==> config.mk <==
export PLATFORM = sky130hd
export DESIGN_NAME = ipv4_subnet_host_check_unit
export DESIGN_NICKNAME = d
export VERILOG_FILES = /design/src/design/ipv4shc_pkg.sv /design/src/design/ipv4shc_parse.sv /design/src/design/ipv4shc_out_reg.sv /design/src/design/ipv4_subnet_host_check_unit.sv
export SDC_FILE = /design/constraint.sdc
export NUM_CORES = 1
export LEC_CHECK = 0
export ABC_AREA = 1
export BUFFER_PORTS_ARGS = -buffer_cell sky130_fd_sc_hd__buf_2
export CORE_MARGIN = 3
export CORE_UTILIZATION = 65
export DETAILED_ROUTE_END_ITERATION = 6
export PLACE_DENSITY_LB_ADDON = 0.15
export RECOVER_POWER = 25
export SETUP_SLACK_MARGIN = 0.5
export SLEW_MARGIN = 20
export SYNTH_ARGS = -nofsm -noshare
export SYNTH_HDL_FRONTEND = slang
export SYNTH_SLANG_ARGS = --single-unit
export TNS_END_PERCENT = 1
==> constraint.sdc <==
create_clock -name i_clk -period 5.1 [get_ports i_clk]
set_input_delay 0.255 -clock i_clk [delete_from_list [all_inputs] [get_ports i_clk]]
set_output_delay 0.255 -clock i_clk [all_outputs]
set_load 0.03 [all_outputs]
==> src/design/ipv4shc_pkg.sv <==
// Package for the IPv4 subnet host checker: word types, parse state, character
// codes and the per-character parse functions. No dependencies.
package ipv4shc_pkg;

    localparam int unsigned CFG_INDEX_W = 2;
    localparam int unsigned CFG_DATA_W  = 8;

    localparam logic [CFG_INDEX_W-1:0] CFG_PREFIX_A = 2'd0;
    localparam logic [CFG_INDEX_W-1:0] CFG_PREFIX_B = 2'd1;
    localparam logic [CFG_INDEX_W-1:0] CFG_PREFIX_C = 2'd2;

    localparam logic [7:0] RST_PREFIX_A = 8'd192;
    localparam logic [7:0] RST_PREFIX_B = 8'd168;
    localparam logic [7:0] RST_PREFIX_C = 8'd4;

    localparam logic [7:0] CHAR_DOT  = 8'h2E;
    localparam logic [7:0] CHAR_ZERO = 8'h30;
    localparam logic [7:0] CHAR_NINE = 8'h39;

    localparam logic [1:0] MAX_DIGITS = 2'd3;
    localparam logic [2:0] NUM_PARTS  = 3'd4;
    localparam logic [9:0] PART_MAX   = 10'd255;
    localparam logic [7:0] OCTET_ZERO = 8'd0;
    localparam logic [7:0] OCTET_BCAST = 8'd255;

    typedef struct packed {
        logic [7:0] char_code;
        logic       char_present;
        logic       end_of_string;
    } t_in_word;

    typedef struct packed {
        logic        host_ok;
        logic [31:0] host_address;
    } t_out_word;

    typedef struct packed {
        logic [7:0] octet_a;
        logic [7:0] octet_b;
        logic [7:0] octet_c;
    } t_prefix;

    typedef struct packed {
        logic [2:0]  part_count;
        logic [1:0]  digit_count;
        logic [9:0]  part_value;
        logic [31:0] address_bits;
        logic        error_seen;
    } t_parse_state;

    localparam t_parse_state PARSE_CLEAR = '{
        part_count:   3'd0,
        digit_count:  2'd0,
        part_value:   10'd0,
        address_bits: 32'd0,
        error_seen:   1'b0
    };

    // Finish the current part: shift it into the address or flag an error.
    function automatic t_parse_state close_part(t_parse_state s);
        t_parse_state r;
        r = s;
        if (!s.error_seen) begin
            if (s.part_count >= NUM_PARTS || s.digit_count == 2'd0 ||
                s.part_value > PART_MAX) begin
                r.error_seen = 1'b1;
            end else begin
                r.address_bits = {s.address_bits[23:0], s.part_value[7:0]};
                r.part_count   = s.part_count + 3'd1;
                r.digit_count  = 2'd0;
                r.part_value   = 10'd0;
            end
        end
        return r;
    endfunction

    function automatic t_parse_state take_char(t_parse_state s, logic [7:0] c);
        t_parse_state r;
        logic [7:0]   d;
        r = s;
        d = c - CHAR_ZERO;
        if (!s.error_seen) begin
            if (c == CHAR_DOT) begin
                r = close_part(s);
            end else if (c inside {[CHAR_ZERO:CHAR_NINE]}) begin
                if (s.digit_count >= MAX_DIGITS) begin
                    r.error_seen = 1'b1;
                end else begin
                    // value * 10 + digit; at most two digits so far, so 10 bits hold it
                    r.part_value  = {s.part_value[6:0], 3'b000}
                                  + {s.part_value[8:0], 1'b0}
                                  + {6'd0, d[3:0]};
                    r.digit_count = s.digit_count + 2'd1;
                end
            end else begin
                r.error_seen = 1'b1;
            end
        end
        return r;
    endfunction

endpackage

==> src/design/ipv4shc_parse.sv <==
// Parse state of the IPv4 subnet host checker and the one-word update logic.
// Depends on ipv4shc_pkg.
module ipv4shc_parse (
    input  logic                  i_clk,
    input  logic                  i_rst_n,
    input  logic                  i_step,
    input  ipv4shc_pkg::t_in_word i_word,
    input  ipv4shc_pkg::t_prefix  i_prefix,
    output ipv4shc_pkg::t_out_word o_result
);

    ipv4shc_pkg::t_parse_state r_state;
    ipv4shc_pkg::t_parse_state n_state;
    ipv4shc_pkg::t_parse_state s_after_char;
    ipv4shc_pkg::t_parse_state s_closed;
    logic                      s_ok;

    always_comb begin
        s_after_char = i_word.char_present
                     ? ipv4shc_pkg::take_char(r_state, i_word.char_code) : r_state;
        s_closed     = ipv4shc_pkg::close_part(s_after_char);

        s_ok = !s_closed.error_seen && s_closed.part_count == ipv4shc_pkg::NUM_PARTS
            && s_closed.address_bits[7:0] != ipv4shc_pkg::OCTET_ZERO
            && s_closed.address_bits[7:0] != ipv4shc_pkg::OCTET_BCAST
            && s_closed.address_bits[31:24] == i_prefix.octet_a
            && s_closed.address_bits[23:16] == i_prefix.octet_b
            && s_closed.address_bits[15:8] == i_prefix.octet_c;

        o_result.host_ok      = s_ok;
        o_result.host_address = s_ok ? s_closed.address_bits : 32'd0;

        // clear for the next string once the last word is taken
        n_state = i_word.end_of_string ? ipv4shc_pkg::PARSE_CLEAR : s_after_char;
    end

    always_ff @(posedge i_clk) begin
        if (!i_rst_n) begin
            r_state <= ipv4shc_pkg::PARSE_CLEAR;
        end else if (i_step) begin
            r_state <= n_state;
        end
    end

    a_part_count_range: assert property (@(posedge i_clk) disable iff (!i_rst_n)
        r_state.part_count <= ipv4shc_pkg::NUM_PARTS)
        else $error("part count above four");

    a_clear_after_end: assert property (@(posedge i_clk) disable iff (!i_rst_n)
        (i_step && i_word.end_of_string) |=>
        (r_state.part_count == 3'd0 && r_state.digit_count == 2'd0 && !r_state.error_seen))
        else $error("parse state not cleared after end of string");

    a_ok_matches_prefix: assert property (@(posedge i_clk) disable iff (!i_rst_n)
        o_result.host_ok |-> (o_result.host_address[31:24] == i_prefix.octet_a
            && o_result.host_address[23:16] == i_prefix.octet_b
            && o_result.host_address[15:8] == i_prefix.octet_c))
        else $error("host accepted outside the configured subnet");

endmodule

==> src/design/ipv4shc_out_reg.sv <==
// Output register of the IPv4 subnet host checker: holds one result word until taken.
// Depends on ipv4shc_pkg.
module ipv4shc_out_reg (
    input  logic                   i_clk,
    input  logic                   i_rst_n,
    input  logic                   i_load,
    input  ipv4shc_pkg::t_out_word i_word,
    output logic                   o_full,
    output logic                   o_valid,
    input  logic                   i_ready,
    output ipv4shc_pkg::t_out_word o_word
);

    logic                   r_valid;
    ipv4shc_pkg::t_out_word r_word;

    always_ff @(posedge i_clk) begin
        if (!i_rst_n) begin
            r_valid <= 1'b0;
        end else if (i_load) begin
            r_valid <= 1'b1;
        end else if (i_ready) begin
            r_valid <= 1'b0;
        end
    end

    always_ff @(posedge i_clk) begin
        if (i_load) begin
            r_word <= i_word;
        end
    end

    assign o_full  = r_valid;
    assign o_valid = r_valid;
    assign o_word  = r_word;

    a_no_overwrite: assert property (@(posedge i_clk) disable iff (!i_rst_n)
        i_load |-> (!r_valid || i_ready))
        else $error("result word overwritten before it was taken");

    a_rejected_zero_addr: assert property (@(posedge i_clk) disable iff (!i_rst_n)
        (r_valid && !r_word.host_ok) |-> r_word.host_address == 32'd0)
        else $error("rejected host carries a nonzero address");

endmodule

==> src/design/ipv4_subnet_host_check_unit.sv <==
// IPv4 subnet host checker: one character word in per cycle, one result per string.
// Path from input accept to result valid: input register, then result register.
// Throughput: one word per cycle unless stalled; state updates once per word, single pass.
// Stall: an end-of-string word waits in the input register while the previous result is unread.
// Synchronous active-low reset clears the parse state and both valid flags and loads the
// prefix 192.168.4. Depends on ipv4shc_pkg, ipv4shc_parse and ipv4shc_out_reg.
module ipv4_subnet_host_check_unit (
    input  logic                                i_clk,
    input  logic                                i_rst_n,
    input  logic                                i_in_valid,
    output logic                                o_in_ready,
    input  ipv4shc_pkg::t_in_word               i_in_word,
    output logic                                o_out_valid,
    input  logic                                i_out_ready,
    output ipv4shc_pkg::t_out_word              o_out_word,
    input  logic                                i_cfg_we,
    input  logic [ipv4shc_pkg::CFG_INDEX_W-1:0] i_cfg_index,
    input  logic [ipv4shc_pkg::CFG_DATA_W-1:0]  i_cfg_data
);

    ipv4shc_pkg::t_prefix   r_prefix;
    logic                   r_in_valid;
    ipv4shc_pkg::t_in_word  r_in_word;
    ipv4shc_pkg::t_out_word s_result;
    logic                   s_step;
    logic                   s_out_full;

    always_ff @(posedge i_clk) begin
        if (!i_rst_n) begin
            r_prefix.octet_a <= ipv4shc_pkg::RST_PREFIX_A;
            r_prefix.octet_b <= ipv4shc_pkg::RST_PREFIX_B;
            r_prefix.octet_c <= ipv4shc_pkg::RST_PREFIX_C;
        end else if (i_cfg_we) begin
            case (i_cfg_index)
                ipv4shc_pkg::CFG_PREFIX_A: r_prefix.octet_a <= i_cfg_data;
                ipv4shc_pkg::CFG_PREFIX_B: r_prefix.octet_b <= i_cfg_data;
                ipv4shc_pkg::CFG_PREFIX_C: r_prefix.octet_c <= i_cfg_data;
                default: ;
            endcase
        end
    end

    // Advance the held word unless it ends a string and the result slot is still occupied.
    assign s_step     = r_in_valid
                     && (!r_in_word.end_of_string || !s_out_full || i_out_ready);
    assign o_in_ready = !r_in_valid || s_step;

    always_ff @(posedge i_clk) begin
        if (!i_rst_n) begin
            r_in_valid <= 1'b0;
        end else if (o_in_ready) begin
            r_in_valid <= i_in_valid;
        end
    end

    always_ff @(posedge i_clk) begin
        if (o_in_ready && i_in_valid) begin
            r_in_word <= i_in_word;
        end
    end

    ipv4shc_parse u_parse (
        .i_clk    (i_clk),
        .i_rst_n  (i_rst_n),
        .i_step   (s_step),
        .i_word   (r_in_word),
        .i_prefix (r_prefix),
        .o_result (s_result)
    );

    ipv4shc_out_reg u_out_reg (
        .i_clk   (i_clk),
        .i_rst_n (i_rst_n),
        .i_load  (s_step && r_in_word.end_of_string),
        .i_word  (s_result),
        .o_full  (s_out_full),
        .o_valid (o_out_valid),
        .i_ready (i_out_ready),
        .o_word  (o_out_word)
    );

    a_hold_stalled: assert property (@(posedge i_clk) disable iff (!i_rst_n)
        (r_in_valid && !s_step) |=> (r_in_valid && $stable(r_in_word)))
        else $error("stalled input word lost or changed");

    a_end_loads_result: assert property (@(posedge i_clk) disable iff (!i_rst_n)
        (s_step && r_in_word.end_of_string) |=> o_out_valid)
        else $error("end of string produced no result word");

endmodule
==> impl_metrics.json <==
{
  "totalPowerFinal_w": 0.00224,
  "timing.final.crit_share_pct": 84.2,
  "synth_cells": 942,
  "ys_warn_count": 0,
  "p_leak_nw": 3.82,
  "ys_types": 35,
  "wl_um": 17800,
  "slowest_stage": "fa_1",
  "area_delta_synth_final_pct": 15.3,
  "power.share.clock_pct": 50.0,
  "r2r_cells": 22,
  "tritoncts": "done",
  "io_buffers": 59,
  "vias": 6395,
  "initial_core_util_pct": 67.8,
  "hold_violations": 0,
  "grt_start_max_net_pins": 51,
  "cp.required_ns": 5.35,
  "powerDensity_nw_per_um2": 288,
  "multi_input_area_um2": 3360,
  "cp_top_family": "simple AND/OR/NAND/NOR gates",
  "relSlewSlack_pct": 50.6,
  "vdd_drop_max_uv": 349,
  "cp_cell_sequence": "inv_1 -> fa_1 -> inv_1 -> fa_1 -> nand3_1 -> nand4_1 -> nand3_2 -> nand2_2 -> nand4_2 -> buf_4 -> nand2_1 -> nand2_1 -> nand2_1 -> nand2_1 -> inv_1 -> nand2_1 -> nor2_1 -> nand2_1 -> nor2_2 -> nand2_2 -> buf_4 -> nor2_1",
  "wl_met3_um": 1490,
  "synth_fp_nets": 986,
  "ios": 60,
  "seq_area_frac_synth_pct": 41.1,
  "core_um2": 9950,
  "synthDominantCellAreaShare_pct": 22.0,
  "grt_use_total_pct": 32.3,
  "final.setup.tns_ns": 0,
  "grt_pass1_wl_um": 29500,
  "filler_cell_count": 731,
  "final_nets": 1052,
  "ys_seq_elements": 117,
  "overflow": 0,
  "drc": 0,
  "firstDrtPassIters": 6,
  "status": "finished, final reports clean",
  "cts_setup_buffers": 0,
  "numCtsBuffers": 17,
  "n_antenna_cell": 0,
  "die_h_um": 108,
  "arrival_ns": 4.55,
  "wl_per_cell_um": 15.4,
  "synth.most_common_cell": "nand2_1",
  "highest_layer": "met4",
  "synth_common_cells": "nand2_1 (318), inv_1 (106), dfxtp_1 (74), a21oi_1 (63), o21ai_0 (59)",
  "cp_slowest_stage_delay_ns": 0.53,
  "syn_area_um2": 6750,
  "holdPathStages": 3,
  "fmax_mhz": 233,
  "routabilityCongestion": 0.925,
  "path_depth": 22,
  "min_path_type": "input pin to flip-flop",
  "setup_viol": 0,
  "synth_area_leaders": "dfxtp_1 (22%), edfxtp_1 (19%), nand2_1 (18%), inv_1 (5.9%), a21oi_1 (4.7%)",
  "cts_sinks": 117,
  "cap_violations": 0,
  "period_needed_ns": 4.29,
  "fp.dieW_um": 108,
  "path_clk_slew_ns": 0.06,
  "dieArea_um2": 11600,
  "drt-initial-drc-count": 544,
  "placementRows": 36,
  "cts_root_buffer": "clkbuf_8",
  "clkLatencyLatePin_ns": 0.52,
  "p_sw_share_pct": 23.0,
  "antenna_found_initial": 0,
  "viasPerCell": 5.54,
  "hpwl_um": 11700,
  "end_kind": "flip-flop",
  "internal-power_w": 0.00172,
  "fin_worst_skew_ns": 0.00746,
  "ant_nets": 0,
  "rsz0062_at_grt": "no",
  "hold_slack_ns": 0.0151,
  "p_comb_share_pct": 5.6,
  "htreeDepth": 4,
  "layout-drive-gt1-share_pct": 15.9,
  "worst_pin_slew_ns": 0.741,
  "syn_area_per_cell_um2": 7.16,
  "seqPwrFrac_pct": 44.5,
  "synth_top_area_cell": "dfxtp_1",
  "clock_path_buffers": 2,
  "synthArstFlopShare_pct": 0,
  "fin_util_pct": 78.2,
  "path_common_cell": "nand2_1",
  "met1_length_um": 7540,
  "path_class": "flip-flop to flip-flop",
  "synth-edff-count": 43,
  "p_sw_w": 0.000515,
  "ys.flop_type": "dfxtp_1",
  "seqCellArea_um2": 2770,
  "maxSlewViolCount": 0,
  "grt_pass1_vias": 6048,
  "crit_fanout": 50,
  "crit_buf_inv": 5,
  "critPathLaunchType": "flip-flop",
  "wl_met2_um": 8300
}
## per-layer routing
metal | vias to the layer above | global-route usage [%]
met5 | - | 0
met4 | 0 | 12.4
met3 | 51 | 5.70
met2 | 300 | 51.7
met1 | 2919 | 43.7
li1 | 3125 | -
## stage by stage
stage / cells / worst slack, ns / area, µm²
after global placement: 1104 / 0.955 / 7080
after detailed placement: 1104 / 0.851 / 7080
after floorplan: 942 / 1.79 / 6750
final: 1154 / 0.806 / 7780
after CTS: 1153 / 0.816 / 7790
after global routing: 1154 / 0.529 / 7780
## worst paths after layout
| path | start | end | slack (ns) |
|---|---|---|---|
| worst min-delay path | i_cfg_data[2] | r_prefix[18]$_SDFFE_PN0P_ | 0.02 |
| worst min register to register | u_parse.r_state[25]$_SDFFE_PN0P_ | u_parse.r_state[25]$_SDFFE_PN0P_ | 0.46 |
| worst max register to register | r_in_word[5]$_DFFE_PP_ | u_out_reg.o_word[0]$_SDFFCE_PN0P_ | 0.81 |
| worst max-delay path | r_in_word[5]$_DFFE_PP_ | u_out_reg.o_word[0]$_SDFFCE_PN0P_ | 0.81 |
## cells in the final DEF (no fill, tap or decap), drive strengths merged, types with 11 or more instances in the layout
master | synthesis | final
a21oi | 64 | 64
buf | 14 | 50
clkbuf | 25 | 39
dfxtp | 74 | 74
dlygate4sd3 | 0 | 17
edfxtp | 43 | 43
ha | 17 | 17
inv | 111 | 111
nand2 | 328 | 328
nand3 | 47 | 47
nand3b | 11 | 11
nor2 | 79 | 80
o21ai | 68 | 68
or2 | 35 | 35
## state kept, by name (all words and copies together) (netlist names)
register and cells:
r_in_valid 1, u_out_reg.o_word 33, u_out_reg.o_full 1, r_in_word 10, r_prefix 24, u_parse.r_state 48
## tightest hold or removal path: stages
cell and delay, ns:
buf_2 0.11, nor2_1 0.05, nor2_1 0.09
## timing repair
action / CTS / global route
setup endpoints to repair: 0 / 14
hold buffers: 17 / 0
endpoints found under the hold margin: 17 / 0
gates resized for setup: 0 / 0
## kinds of logic after synthesis
logic type | after synthesis | synth area share, %
DFF | 117 | 41.1
xor gates and xnor gates | 5 | 0.649
AOI/OAI and AO/OA | 137 | 10.4
and+or+nand+nor | 511 | 34.8
adders and majority gates | 19 | 3.74
buffers and inverters | 153 | 9.38
## cell type report
class,count,area share [%]
multi-input combinational,673,43.1
sequential,117,35.6
timing repair buffer,85,6.53
clock buffer,21,5.64
inverter,114,5.50
tap,133,2.14
clock inverter,11,1.40
## power groups by stage
stage               sequential (W)  combinational (W)  clock [W]
floorplan                  0.00101          0.0000739          0
global placement           0.00101           0.000110          0
detailed placement         0.00102           0.000111          0
CTS                       0.000996           0.000122    0.00112
global route              0.000997           0.000139    0.00116
finish                    0.000996           0.000125    0.00112
Power figures use the tool's default switching activity.
